==> src/lru_page_frame_table_defines.svh <==
// Assertion macros used by the back RTL file (lpft_back) of the frame table.
`ifndef LRU_PAGE_FRAME_TABLE_DEFINES_SVH
`define LRU_PAGE_FRAME_TABLE_DEFINES_SVH

// Same-cycle implication, disabled during reset.
`define LPFT_ASSERT_IMPL(lbl, clk, rstn, ante, cons) \
  lbl: assert property (@(posedge clk) disable iff (!rstn) (ante) |-> (cons)) \
    else $error("implication check failed");

// Next-cycle implication, disabled during reset.
`define LPFT_ASSERT_NEXT(lbl, clk, rstn, ante, cons) \
  lbl: assert property (@(posedge clk) disable iff (!rstn) (ante) |=> (cons)) \
    else $error("next-cycle check failed");

`endif

==> src/lpft_pkg.sv <==
`default_nettype none

package lpft_pkg;

  // Table geometry
  localparam int FRAMES   = 16;
  localparam int AGE_BITS = 32;
  localparam int IDX_W    = (FRAMES > 1) ? $clog2(FRAMES) : 1;
  localparam int CNT_W    = $clog2(FRAMES + 1);

  // Field widths
  localparam int REF_W    = 31;
  localparam int PSIZE_W  = 16;
  localparam int NFRM_W   = 5;
  localparam int FIDX_W   = 4;
  localparam int TOTAL_W  = 32;
  localparam int CIDX_W   = 8;

  // Page number queue between front and back (depth a power of two)
  localparam int QUEUE_DEPTH = 2;
  localparam int QPTR_W      = (QUEUE_DEPTH > 1) ? $clog2(QUEUE_DEPTH) : 1;

  // Register reset values
  localparam logic [PSIZE_W-1:0] PAGE_SIZE_RST = 16'd4096;
  localparam logic [NFRM_W-1:0]  FRAMES_RST    = 5'd16;

  typedef logic [REF_W-1:0]    page_t;
  typedef logic [AGE_BITS-1:0] age_t;
  typedef logic [IDX_W-1:0]    idx_t;

  localparam age_t AGE_MAX = {AGE_BITS{1'b1}};

  // Configuration register indexes
  typedef enum logic [CIDX_W-1:0] {
    REG_PAGE_SIZE     = 8'd0,
    REG_FRAMES_IN_USE = 8'd1
  } cfg_reg_e;

  // Front sequencer
  typedef enum logic [1:0] {
    F_IDLE,
    F_DIV,
    F_PUSH
  } f_state_e;

  // Back sequencer
  typedef enum logic [1:0] {
    B_IDLE,
    B_LOOKUP,
    B_SCAN,
    B_REFILL
  } b_state_e;

  // One result item
  typedef struct packed {
    logic               fault;
    page_t              page_number;
    logic [FIDX_W-1:0]  frame_index;
    logic [TOTAL_W-1:0] fault_total;
  } res_t;

endpackage

`default_nettype wire

==> src/lpft_front.sv <==
`default_nettype none

// Front: takes a reference and divides it by the page size, one quotient bit per cycle.
module lpft_front import lpft_pkg::*; (
  input  wire logic               clk_i,
  input  wire logic               rst_ni,
  input  wire logic               push_i,
  input  wire logic [REF_W-1:0]   mem_ref_i,
  output logic                    full_o,
  input  wire logic [PSIZE_W-1:0] page_size_i,
  input  wire logic               q_full_i,
  output logic                    q_push_o,
  output page_t                   q_data_o
);

  localparam logic [4:0] LAST_STEP = 5'(REF_W - 1);

  f_state_e            state_q, state_d;
  logic [REF_W-1:0]    quo_q, quo_d;
  logic [PSIZE_W-1:0]  rem_q, rem_d;
  logic [PSIZE_W-1:0]  div_q;
  logic [4:0]          cnt_q, cnt_d;
  logic                accept;
  logic [PSIZE_W:0]    rem_sh;
  logic                q_bit;

  assign accept = push_i && (state_q == F_IDLE);

  // Next state
  always_comb begin
    state_d = state_q;
    case (state_q)
      F_IDLE:  if (push_i) state_d = F_DIV;
      F_DIV:   if (cnt_q == LAST_STEP) state_d = F_PUSH;
      F_PUSH:  if (!q_full_i) state_d = F_IDLE;
      default: state_d = F_IDLE;
    endcase
  end

  // Restoring divide step; a zero divisor yields all ones
  always_comb begin
    rem_sh = {rem_q, quo_q[REF_W-1]};
    q_bit  = (rem_sh >= {1'b0, div_q});
    rem_d  = q_bit ? PSIZE_W'(rem_sh - {1'b0, div_q}) : rem_sh[PSIZE_W-1:0];
    quo_d  = {quo_q[REF_W-2:0], q_bit};
    cnt_d  = cnt_q + 5'd1;
  end

  // Outputs
  always_comb begin
    full_o   = (state_q != F_IDLE);
    q_push_o = (state_q == F_PUSH) && !q_full_i;
    q_data_o = quo_q;
  end

  always_ff @(posedge clk_i or negedge rst_ni) begin
    if (!rst_ni) begin
      state_q <= F_IDLE;
      cnt_q   <= '0;
    end else begin
      state_q <= state_d;
      if (accept) cnt_q <= '0;
      else if (state_q == F_DIV) cnt_q <= cnt_d;
    end
  end

  // Datapath
  always_ff @(posedge clk_i) begin
    if (accept) begin
      quo_q <= mem_ref_i;
      rem_q <= '0;
      div_q <= page_size_i;
    end else if (state_q == F_DIV) begin
      quo_q <= quo_d;
      rem_q <= rem_d;
    end
  end

endmodule

`default_nettype wire

==> src/lpft_queue.sv <==
`default_nettype none

// Short queue of page numbers between front and back.
module lpft_queue import lpft_pkg::*; (
  input  wire logic  clk_i,
  input  wire logic  rst_ni,
  input  wire logic  push_i,
  input  wire page_t data_i,
  output logic       full_o,
  input  wire logic  pop_i,
  output page_t      data_o,
  output logic       empty_o
);

  page_t             mem_q [QUEUE_DEPTH];
  logic [QPTR_W-1:0] wr_ptr_q, rd_ptr_q;
  logic [QPTR_W:0]   count_q;
  logic              do_push, do_pop;

  assign full_o  = (count_q == (QPTR_W+1)'(QUEUE_DEPTH));
  assign empty_o = (count_q == '0);
  assign do_push = push_i && !full_o;
  assign do_pop  = pop_i && !empty_o;
  assign data_o  = mem_q[rd_ptr_q];

  // Pointers and fill level
  always_ff @(posedge clk_i or negedge rst_ni) begin
    if (!rst_ni) begin
      wr_ptr_q <= '0;
      rd_ptr_q <= '0;
      count_q  <= '0;
    end else begin
      if (do_push) wr_ptr_q <= wr_ptr_q + 1'b1;
      if (do_pop)  rd_ptr_q <= rd_ptr_q + 1'b1;
      if (do_push && !do_pop) count_q <= count_q + 1'b1;
      else if (do_pop && !do_push) count_q <= count_q - 1'b1;
    end
  end

  // Storage
  always_ff @(posedge clk_i) begin
    if (do_push) mem_q[wr_ptr_q] <= data_i;
  end

endmodule

`default_nettype wire

==> src/lpft_back.sv <==
`default_nettype none
`include "lru_page_frame_table_defines.svh"

// Back: frame lookup, aging, victim scan and refill; holds one finished result.
module lpft_back import lpft_pkg::*; (
  input  wire logic              clk_i,
  input  wire logic              rst_ni,
  input  wire logic [NFRM_W-1:0] frames_in_use_i,
  input  wire logic              q_empty_i,
  input  wire page_t             q_data_i,
  output logic                   q_pop_o,
  input  wire logic              res_pop_i,
  output logic                   res_valid_o,
  output res_t                   res_o
);

  b_state_e           state_q, state_d;
  page_t              pg_q;
  idx_t               cursor_q, cursor_d;
  idx_t               victim_q, victim_d;
  age_t               best_q, best_d;
  page_t              page_q  [FRAMES];
  logic [FRAMES-1:0]  valid_q;
  age_t               age_q   [FRAMES];
  logic [TOTAL_W-1:0] fault_count_q, fault_inc;
  logic               out_valid_q;
  res_t               res_q, res_d;
  logic               res_we, age_step, fill;

  logic [CNT_W-1:0]   n_eff;
  idx_t               last_idx;
  logic [FRAMES-1:0]  in_use, hit_vec;
  logic               hit_any;
  idx_t               hit_idx;
  age_t               cur_age;

  // Effective frame count, clamped to one through FRAMES
  always_comb begin
    if (frames_in_use_i == '0) n_eff = CNT_W'(1);
    else if (32'(frames_in_use_i) > 32'(FRAMES)) n_eff = CNT_W'(FRAMES);
    else n_eff = CNT_W'(frames_in_use_i);
    last_idx = IDX_W'(n_eff - CNT_W'(1));
  end

  // Parallel tag compare and lowest matching frame
  always_comb begin
    hit_idx = '0;
    for (int i = 0; i < FRAMES; i++) begin
      in_use[i]  = (CNT_W'(i) < n_eff);
      hit_vec[i] = in_use[i] && valid_q[i] && (page_q[i] == pg_q);
    end
    for (int i = FRAMES - 1; i >= 0; i--) begin
      if (hit_vec[i]) hit_idx = IDX_W'(i);
    end
    hit_any = |hit_vec;
  end

  assign cur_age   = age_q[cursor_q];
  assign fault_inc = (fault_count_q == '1) ? fault_count_q : fault_count_q + 1'b1;

  // Next state
  always_comb begin
    state_d = state_q;
    case (state_q)
      B_IDLE:   if (!q_empty_i && !out_valid_q) state_d = B_LOOKUP;
      B_LOOKUP: state_d = hit_any ? B_IDLE : B_SCAN;
      B_SCAN:   if (cursor_q == last_idx) state_d = B_REFILL;
      B_REFILL: state_d = B_IDLE;
      default:  state_d = B_IDLE;
    endcase
  end

  // Outputs and datapath controls
  always_comb begin
    q_pop_o  = 1'b0;
    res_we   = 1'b0;
    age_step = 1'b0;
    fill     = 1'b0;
    res_d    = res_q;
    cursor_d = cursor_q;
    victim_d = victim_q;
    best_d   = best_q;
    case (state_q)
      B_IDLE: begin
        q_pop_o = !q_empty_i && !out_valid_q;
      end
      B_LOOKUP: begin
        age_step = 1'b1;
        cursor_d = '0;
        victim_d = '0;
        best_d   = '0;
        if (hit_any) begin
          res_we = 1'b1;
          res_d  = '{fault: 1'b0, page_number: pg_q,
                     frame_index: FIDX_W'(hit_idx), fault_total: fault_count_q};
        end
      end
      B_SCAN: begin
        // Strictly greater keeps ties on the lowest index
        if (cur_age > best_q) begin
          best_d   = cur_age;
          victim_d = cursor_q;
        end
        cursor_d = cursor_q + 1'b1;
      end
      B_REFILL: begin
        fill   = 1'b1;
        res_we = 1'b1;
        res_d  = '{fault: 1'b1, page_number: pg_q,
                   frame_index: FIDX_W'(victim_q), fault_total: fault_inc};
      end
      default: ;
    endcase
  end

  // Control, valid marks, ages and fault count
  always_ff @(posedge clk_i or negedge rst_ni) begin
    if (!rst_ni) begin
      state_q       <= B_IDLE;
      out_valid_q   <= 1'b0;
      valid_q       <= '0;
      fault_count_q <= '0;
      for (int i = 0; i < FRAMES; i++) age_q[i] <= '0;
    end else begin
      state_q <= state_d;
      if (res_we) out_valid_q <= 1'b1;
      else if (res_pop_i && out_valid_q) out_valid_q <= 1'b0;
      if (age_step) begin
        for (int i = 0; i < FRAMES; i++) begin
          if (in_use[i]) begin
            if (hit_vec[i]) age_q[i] <= '0;
            else if (age_q[i] != AGE_MAX) age_q[i] <= age_q[i] + 1'b1;
          end
        end
      end
      if (fill) begin
        age_q[victim_q]   <= '0;
        valid_q[victim_q] <= 1'b1;
        fault_count_q     <= fault_inc;
      end
    end
  end

  // Payload registers
  always_ff @(posedge clk_i) begin
    if (q_pop_o) pg_q <= q_data_i;
    if (fill) page_q[victim_q] <= pg_q;
    if (res_we) res_q <= res_d;
    cursor_q <= cursor_d;
    victim_q <= victim_d;
    best_q   <= best_d;
  end

  assign res_valid_o = out_valid_q;
  assign res_o       = res_q;

  `LPFT_ASSERT_IMPL(a_no_overwrite, clk_i, rst_ni, res_we, !out_valid_q)
  `LPFT_ASSERT_IMPL(a_scan_in_range, clk_i, rst_ni, state_q == B_SCAN, CNT_W'(cursor_q) < n_eff)
  `LPFT_ASSERT_NEXT(a_refill_faults, clk_i, rst_ni, state_q == B_REFILL, out_valid_q && res_q.fault)

endmodule

`default_nettype wire

==> src/lru_page_frame_table.sv <==
// Flow: an accepted reference is divided by the page size, queued and looked up; on a miss
//   it is scanned for a victim (one frame per cycle over the frames in use) and refilled.
// The front takes no new reference until the page size divider has finished and pushed the last one.
// A finished result waits in an output register while the next reference is divided.
// Reset (rst_ni low, asynchronous): all frames empty, ages and fault count zero,
//   page_size 4096, frames_in_use 16; no clearing pass.
`default_nettype none

module lru_page_frame_table import lpft_pkg::*; (
  input  wire logic               clk_i,
  input  wire logic               rst_ni,
  // Reference queue side
  input  wire logic               push,
  output logic                    full,
  input  wire logic [REF_W-1:0]   mem_ref_i,
  // Result queue side
  output logic                    empty,
  input  wire logic               pop,
  output logic                    fault_o,
  output logic [REF_W-1:0]        page_number_o,
  output logic [FIDX_W-1:0]       frame_index_o,
  output logic [TOTAL_W-1:0]      fault_total_o,
  // Configuration writes
  input  wire logic               cfg_valid_i,
  output logic                    cfg_ready_o,
  input  wire logic [CIDX_W-1:0]  cfg_index_i,
  input  wire logic [PSIZE_W-1:0] cfg_data_i
);

  logic [PSIZE_W-1:0] page_size_q;
  logic [NFRM_W-1:0]  frames_q;
  logic               q_push, q_full, q_pop, q_empty;
  page_t              q_wdata, q_rdata;
  logic               res_valid;
  res_t               res;

  // Configuration registers
  assign cfg_ready_o = 1'b1;

  always_ff @(posedge clk_i or negedge rst_ni) begin
    if (!rst_ni) begin
      page_size_q <= PAGE_SIZE_RST;
      frames_q    <= FRAMES_RST;
    end else if (cfg_valid_i) begin
      case (cfg_reg_e'(cfg_index_i))
        REG_PAGE_SIZE:     page_size_q <= cfg_data_i;
        REG_FRAMES_IN_USE: frames_q    <= cfg_data_i[NFRM_W-1:0];
        default: ;
      endcase
    end
  end

  lpft_front u_front (
    .clk_i       (clk_i),
    .rst_ni      (rst_ni),
    .push_i      (push),
    .mem_ref_i   (mem_ref_i),
    .full_o      (full),
    .page_size_i (page_size_q),
    .q_full_i    (q_full),
    .q_push_o    (q_push),
    .q_data_o    (q_wdata)
  );

  lpft_queue u_queue (
    .clk_i   (clk_i),
    .rst_ni  (rst_ni),
    .push_i  (q_push),
    .data_i  (q_wdata),
    .full_o  (q_full),
    .pop_i   (q_pop),
    .data_o  (q_rdata),
    .empty_o (q_empty)
  );

  lpft_back u_back (
    .clk_i           (clk_i),
    .rst_ni          (rst_ni),
    .frames_in_use_i (frames_q),
    .q_empty_i       (q_empty),
    .q_data_i        (q_rdata),
    .q_pop_o         (q_pop),
    .res_pop_i       (pop),
    .res_valid_o     (res_valid),
    .res_o           (res)
  );

  // Result ports
  assign empty         = !res_valid;
  assign fault_o       = res.fault;
  assign page_number_o = res.page_number;
  assign frame_index_o = res.frame_index;
  assign fault_total_o = res.fault_total;

endmodule

`default_nettype wire
==> config.mk <==
export PLATFORM = sky130hd
export DESIGN_NAME = lru_page_frame_table
export DESIGN_NICKNAME = d
export VERILOG_FILES = /design/src/lpft_pkg.sv /design/src/lpft_front.sv /design/src/lpft_queue.sv /design/src/lpft_back.sv /design/src/lru_page_frame_table.sv
export VERILOG_INCLUDE_DIRS = /design/src /design/src/src
export SDC_FILE = /design/constraint.sdc
export NUM_CORES = 2
export LEC_CHECK = 0
export CAP_MARGIN = 0
export CELL_PAD_IN_SITES_DETAIL_PLACEMENT = 1
export CELL_PAD_IN_SITES_GLOBAL_PLACEMENT = 2
export CORE_UTILIZATION = 45
export CTS_BUF_LIST = sky130_fd_sc_hd__clkbuf_4 sky130_fd_sc_hd__clkbuf_8
export DETAILED_ROUTE_END_ITERATION = 12
export DONT_BUFFER_PORTS = 1
export PLACE_DENSITY = 0.9
export SLEW_MARGIN = 20
export SYNTH_ARGS = -nofsm -noshare
export SYNTH_HDL_FRONTEND = slang
export SYNTH_SLANG_ARGS = --single-unit
==> constraint.sdc <==
create_clock -name clk_i -period 6.9 [get_ports clk_i]
set_input_delay 1.035 -clock clk_i [delete_from_list [all_inputs] [get_ports clk_i]]
set_output_delay 1.035 -clock clk_i [all_outputs]
set_load 0.02 [all_outputs]
; Yosys cells after proc, flatten, opt, wreduce, memory -nomap -nowiden
; Memories as Yosys holds them, arrays and structs flattened. A register that Yosys moved wholly into a read port is not among the register bits.
; Cells that the tools add are included.
[classes]
addsub = 25
n_mul = 0
div = 0
order_cmp = 24
n_eq_ne = 49
shifts = 0
mux = 109
bitwise = 5
reduce_logical = 65
[ops]
columns = op, count
row1 = $mux 32, 53
row2 = $mux 512, 2
row3 = $add 32x1->32 const B, 17
row4 = $and 512x512->512, 1
row5 = $ne 32x32->1 const B, 16
row6 = $not 512->512, 1
row7 = $eq 31x31->1, 16
row8 = $pmux 68 s2, 1
row9 = $bmux 32 s4, 1
row10 = $demux 32 s4, 1
row11 = $mux 4, 17
row12 = $mux 68, 1
row13 = $pmux 32 s2, 1
row14 = $mux 31, 2
row15 = $logic_and 1x1->1, 42
row16 = $lt 4x5->1 const A, 8
row17 = $eq 32x32->1 const B, 1
row18 = $gt 32x32->1, 1
row19 = $lt 3x5->1 const A, 4
row20 = $mux 5, 4
row21 = $ge 17x16->1, 1
row22 = $mux 16, 1
row23 = $mux 2, 8
row24 = $or 16x16->16, 1
row25 = other kinds (36), 76
[word_totals]
reg_bits = 766
latchBits = 0
mem_bits_rw = 558
rom_bits = 0
in_bits = 60
output_inout_bits = 71
wordCells = 316
memories = 2
[memory_table]
columns = name, words, width, rd, rd_clocked_by_memory_dff, write_ports, line
row1 = u_back.page_q, 16, 31, 16, 0, 1, lpft_back.sv:22  ; page_t page_q [FRAMES];
row2 = u_queue.mem_q, 2, 31, 1, 1, 1, lpft_queue.sv:15  ; page_t mem_q [QUEUE_DEPTH];

; Logic depth before layout (Yosys ltp)
[depth]
ltp_word = 24
ltp_mapped = 15
ltp_nobuf = 12

; Hierarchy
; From an unflattened synthesis, not the netlist that was laid out.
[hier_totals]
hier_cells = 5735
area_unflattened_um2 = 67751.2
[modules_own_cells]
columns = module, n_inst, cells_per_inst, area_each_um2
row1 = lpft_back, 1, 5203, 60680.7
row2 = lpft_front, 1, 364, 3614.7
row3 = lpft_queue, 1, 116, 2587.5
row4 = lru_page_frame_table, 1, 52, 868.3

; Worst setup path after synthesis
; Ideal clock, no wire load.
[synth_timing]
path_type = flip-flop to flip-flop
startpoint = register u_back.pg_q[30] (read register of u_queue.mem_q)
endpoint = register u_back.res_q (netlist bit u_back.res_o[0]), enable pin
arrival_ns = 5.654
t_required_ns = 6.383
setup_slack_ns = 0.730
path_stages_with_launch = 11
path_buffers = 2
path_cell_list = edfxtp_1 > buf_2 > buf_2 > xor2_1 > nor4_1 > nand4_1 > nor4_2 > nor2_1 > nand4b_1 > nor2_2 > a21oi_1
[synth_via]
elab_chain_cells = 6
word_cells_on_any_way = 37
classes_between = 17 x eq/ne / 2 x mux / 18 x reduce/logical
[synth_lines]
columns = item, line
row1 = "start, declared", lpft_back.sv:18  ; page_t pg_q;
row2 = $eq 31x31->1, lpft_back.sv:50  ; hit_vec[i] = in_use[i] && valid_q[i] && (page_q[i] == pg_q);
row3 = $logic_and 1x1->1, lpft_back.sv:50
row4 = $reduce_or 16->1 *, lpft_back.sv:55  ; hit_any = |hit_vec;
row5 = $mux 1, lpft_back.sv:92  ; if (hit_any) begin
row6 = $pmux 1 s2, lpft_back.sv:83  ; case (state_q)
row7 = $reduce_and 3->1 (no source line) *, -
row8 = "end signal, assigned", lpft_back.sv:148  ; if (res_we) res_q <= res_d;
row9 = "end, declared", lpft_back.sv:27  ; res_t res_q, res_d;
; Every way passes the cells marked *; elsewhere a longest branch is shown, timed or not.
; A chain may end at the register's enable or synchronous reset.

; Worst setup path after layout
[layout_timing]
startpoint = register u_back.cursor_q[0]
endpoint = register u_back.best_q[25], enable pin
[layout_via]
elab_chain_cells = 7
[layout_lines]
columns = item, line
row1 = "start, declared", lpft_back.sv:19  ; idx_t cursor_q, cursor_d;
row2 = "start signal, assigned", lpft_back.sv:149  ; cursor_q <= cursor_d;
row3 = $not 4->5 (not written as such), lpft_back.sv:58  ; assign cur_age = age_q[cursor_q];
row4 = $bmux 32 s4, lpft_back.sv:58
row5 = $mux 32 (not written as such) (2 in a row), lpft_back.sv:58
row6 = via u_back.cur_age[27], lpft_back.sv:35  ; age_t cur_age;
row7 = $gt 32x32->1, lpft_back.sv:100  ; if (cur_age > best_q) begin
row8 = $ne 2x1->1 (no source line), -
row9 = $reduce_and 2->1 (no source line), -
row10 = "end signal, assigned", lpft_back.sv:151  ; best_q <= best_d;
row11 = "end, declared", lpft_back.sv:21  ; age_t best_q, best_d;
; The timed path passes the listed nets, and every way through them passes these cells. The select of a mux whose other input is x is not followed.

==> results.md <==
* Outcome: completed
* Crit. End Element: register
* H-tree levels at 4
* Compound-cell area share of the yosys netlist at 0.0445
* Arrival @ worst endpoint at 5.65 ns
* Root Driver: clkbuf_8
* First-pass DRT Iterations at 7
* Pins over their slew limit at 0
* Top FF cell, synth: edfxtp_1
* CTS tree: done
* 1st-iter DRT viols at 4477
* Nets at 5985
* Cell area power density at 338 nW/µm²
* Port Buf Inserts at 0
* Simple-gate share of the synthesized area at 0.178
* Drt total wl at 218000 µm
* Num CTS Buffers at 227
* Clock-pin slew on the worst setup and hold paths at 0.06 ns
* Count leader, synth: edfxtp_1
* Netlist Area Pre-Place at 67300 µm²
* Vias in the first global route at 52.0k
* Sequential share of the synthesized area at 0.558
* Top layer in use: met5
* Die Width at 389 µm
* Post-Syn Instances at 5734
* Max Freq at 0.200 GHz
* # fillers at 15.4k
* Post-synthesis mux area share at 0.0638
* Met3 wire length at 17000 µm
* Site row count at 141
* Yosys top cell area share at 0.332
* Worst EP required at 7.55 ns
* # resized after CTS at 0
* P_leak at 28.4 nW
* Post-route ant nets at 0
* Met1 WL at 87000 µm
* XOR/XNOR Fraction of Synth Area at 0.118
* Final Util at 0.507
* Area growth syn-to-layout at 11.5%
* Initial core utilization at 0.454
* Post-Synth Adder-Cell Area at 0.0141
* Gr ovfl total at 0
* Net Sw Power at 8.96 mW
* First-pass GRT wire length at 329000 µm
* Synth Area per Inst at 11.7 µm²
* Gp weighted congestion at 0.936
* Fin Setup TNS at 0 ns
* Yosys reg bits at 1355
* WL per Instance at 27.4 µm
* Area leader, netlist: edfxtp_1
* Final HPWL DP at 150000 µm
* Max clock buf depth at 3
* Comb power frac at 0.253
* Die area at 151000 µm²
* Sw Ratio at 0.354
* Post-synth cell types at 99
* Via density per instance at 6.21
* Max_slew headroom at 0.214
* Gr usage total at 0.287
* Sequential share of power at 0.432
* Post-synthesis async set-or-reset flop share at 0.439
* Initial antenna violation count at 13
* Syn nets at 5869
* Hold Violations, Final at 0
* Unrepaired setup endpoints after global routing: no
* Total core area at 148000 µm²
* I/O pin count at 131
* Commonest cells post-synth: edfxtp_1 (744), nor2_1 (636), dfrtp_1 (593), xnor2_1 (469), xor2_1 (436)
* Critical path startpoint category: register
* Period utilization at 0.725
* Tmin final at 5.00 ns
* # setup viols final at 0
* Cell internal pwr at 16.4 mW
* Clock Skew at 0.122 ns
* Largest family of logic cells by synthesized area: simple AND/OR/NAND/NOR gates
* CTS sink cnt at 1355
* Post-synth EDFFs at 744
* Share of layout cells above drive strength 1 at 0.137
* VDD IR max at 0.000246 V
* Clock power share at 0.314
* Worst slew pin tran at 1.17 ns
* Largest net degree at the start of global routing at 596
* Detailed-route via count at 49.6k
* Met2 WL at 104000 µm
* Setup CP Type: register to register
* Syn. warnings at 0
* Chip height at 389 µm
* Worst-Skew Late Latency at 1.05 ns
* Largest cells by area after synthesis: edfxtp_1 (33%), dfrtp_1 (22%), xnor2_1 (6.1%)
* Worst reg2reg setup slack at 1.90 ns
* DRC viols at 0
* Maxcap violations at 0
* Worst hold path class: input pin to async pin
* Critical Path Fanout Max at 48
[path summary, 6_finish.rpt]
kind,from,to,depth (start not counted)
hold reg to reg,page_size_q[13]$_DFFE_PN0P_,u_front.div_q[13]$_DFFE_PP_,0
setup reg to reg,u_back.cursor_q[0]$_SDFFCE_PN0P_,u_back.best_q[25]$_SDFFCE_PN0P_,9
hold / removal,rst_ni,u_back.age_q[460]$_DFF_PN0_,1
max in group asynchronous,rst_ni,u_back.fault_count_q[24]$_DFFE_PN0P_,3
setup / recovery,u_back.cursor_q[0]$_SDFFCE_PN0P_,u_back.best_q[25]$_SDFFCE_PN0P_,9
min in group clk_i,cfg_data_i[8],page_size_q[8]$_DFFE_PN0P_,1
[per-stage QoR]
stage                     setup WS (ns)  hold slack (ns)  cells  area [µm²]  total power [mW]
after detailed placement           1.90            0.434   7542       69700              17.3
after CTS                          1.90           -0.289   7966       74800              25.3
after global placement             1.89            0.430   7542       69700              17.0
final                              1.90            0.139   7982       75000              25.3
after global routing               1.71           0.0877   7978       75000              26.3
after floorplan                   0.730            0.421   5734       67300              15.0
[worst max-delay path: stages (launching register included)]
cell and delay (ns):
edfxtp_1 0.52, buf_12 0.37, mux4_2 0.68, mux4_2 0.51, ha_1 0.32, nand4_1 0.16, nor4_1 0.62, o21ai_0 0.33
a31oi_4 0.68, buf_4 0.40
[flip-flops by register name (all words and copies together) (netlist names), 2 cells and up, named ones only]
signal,cells
u_back.fault_count_q,32
u_back.pg_q,31
u_back.valid_q,16
u_front.q_data_o,31
u_back.age_q,512
u_front.rem_q,16
frames_q,5
u_front.div_q,16
u_queue.count_q,2
u_back.best_q,32
u_back.victim_q,4
u_front.cnt_q,5
page_size_q,16
u_back.page_q,496
u_back.cursor_q,4
u_queue.mem_q,62
u_back.res_o,68
u_front.state_q,2
[layout make-up]
class	instances	area, µm²	share of cell area
clock buffers	351	4260	0.0568
repair buffers	118	1100	0.0147
flip-flops and latches	1355	37600	0.501
inverters	122	458	0.00611
diodes	7	17.5	0.000234
clock inverters	73	815	0.0109
well taps	1930	2410	0.0322
multi-input cells	4026	28400	0.378
[power groups by stage]
stage / clock network (mW) / registers (mW) / logic, mW
after floorplan: 0 / 10.8 / 4.20
after global placement: 0 / 11.0 / 5.94
after detailed placement: 0 / 11.1 / 6.20
after CTS: 8.09 / 10.9 / 6.29
after global routing: 8.39 / 11.0 / 6.84
final: 7.96 / 11.0 / 6.41
[kinds of logic (layout without fill, tap and decap cells)]
kind of cell | Yosys count | after routing
flip-flops | 1355 | 1355
multiplexers | 222 | 222
AND/OR/NAND/NOR | 2341 | 2341
other | 1 | 8
buffers and inverters | 353 | 664
XOR/XNOR | 905 | 905
adder cells (fa/ha/maj) | 75 | 75
AO/OA/AOI/OAI | 482 | 482
[placed cells by master (no fill, tap or decap), types with 18 or more instances in the layout]
cell	n
and3_1	99
nand3_1	241
nand4_1	302
clkinv_2	27
xnor2_1	469
nor3_1	122
mux4_2	160
clkbuf_4	91
edfxtp_1	744
a21o_1	23
o21ai_0	148
or2_2	25
and2_1	80
and4_1	62
a21oi_1	152
xor2_1	436
or3_1	73
buf_4	103
nand2b_1	18
ha_1	73
nand2_1	421
clkbuf_8	260
nor2_1	624
mux2_2	54
clkinv_1	23
nor4_1	126
nor3b_1	19
dfrtp_1	593
inv_1	119
nor2b_1	18
[layer usage]
metal | track usage | vias up
li1 | - | 21100
met1 | 0.372 | 25800
met2 | 0.467 | 2100
met3 | 0.0551 | 552
met4 | 0.133 | 10
met5 | 0 | -
[repair_timing]
item | 4_1_cts | 5_1_grt
setup buffers | 0 | 0
endpoints found under the hold margin | 593 | 21
endpoints found under the setup margin | 0 | 0
Note: power is estimated with default switching activity, not from simulation.
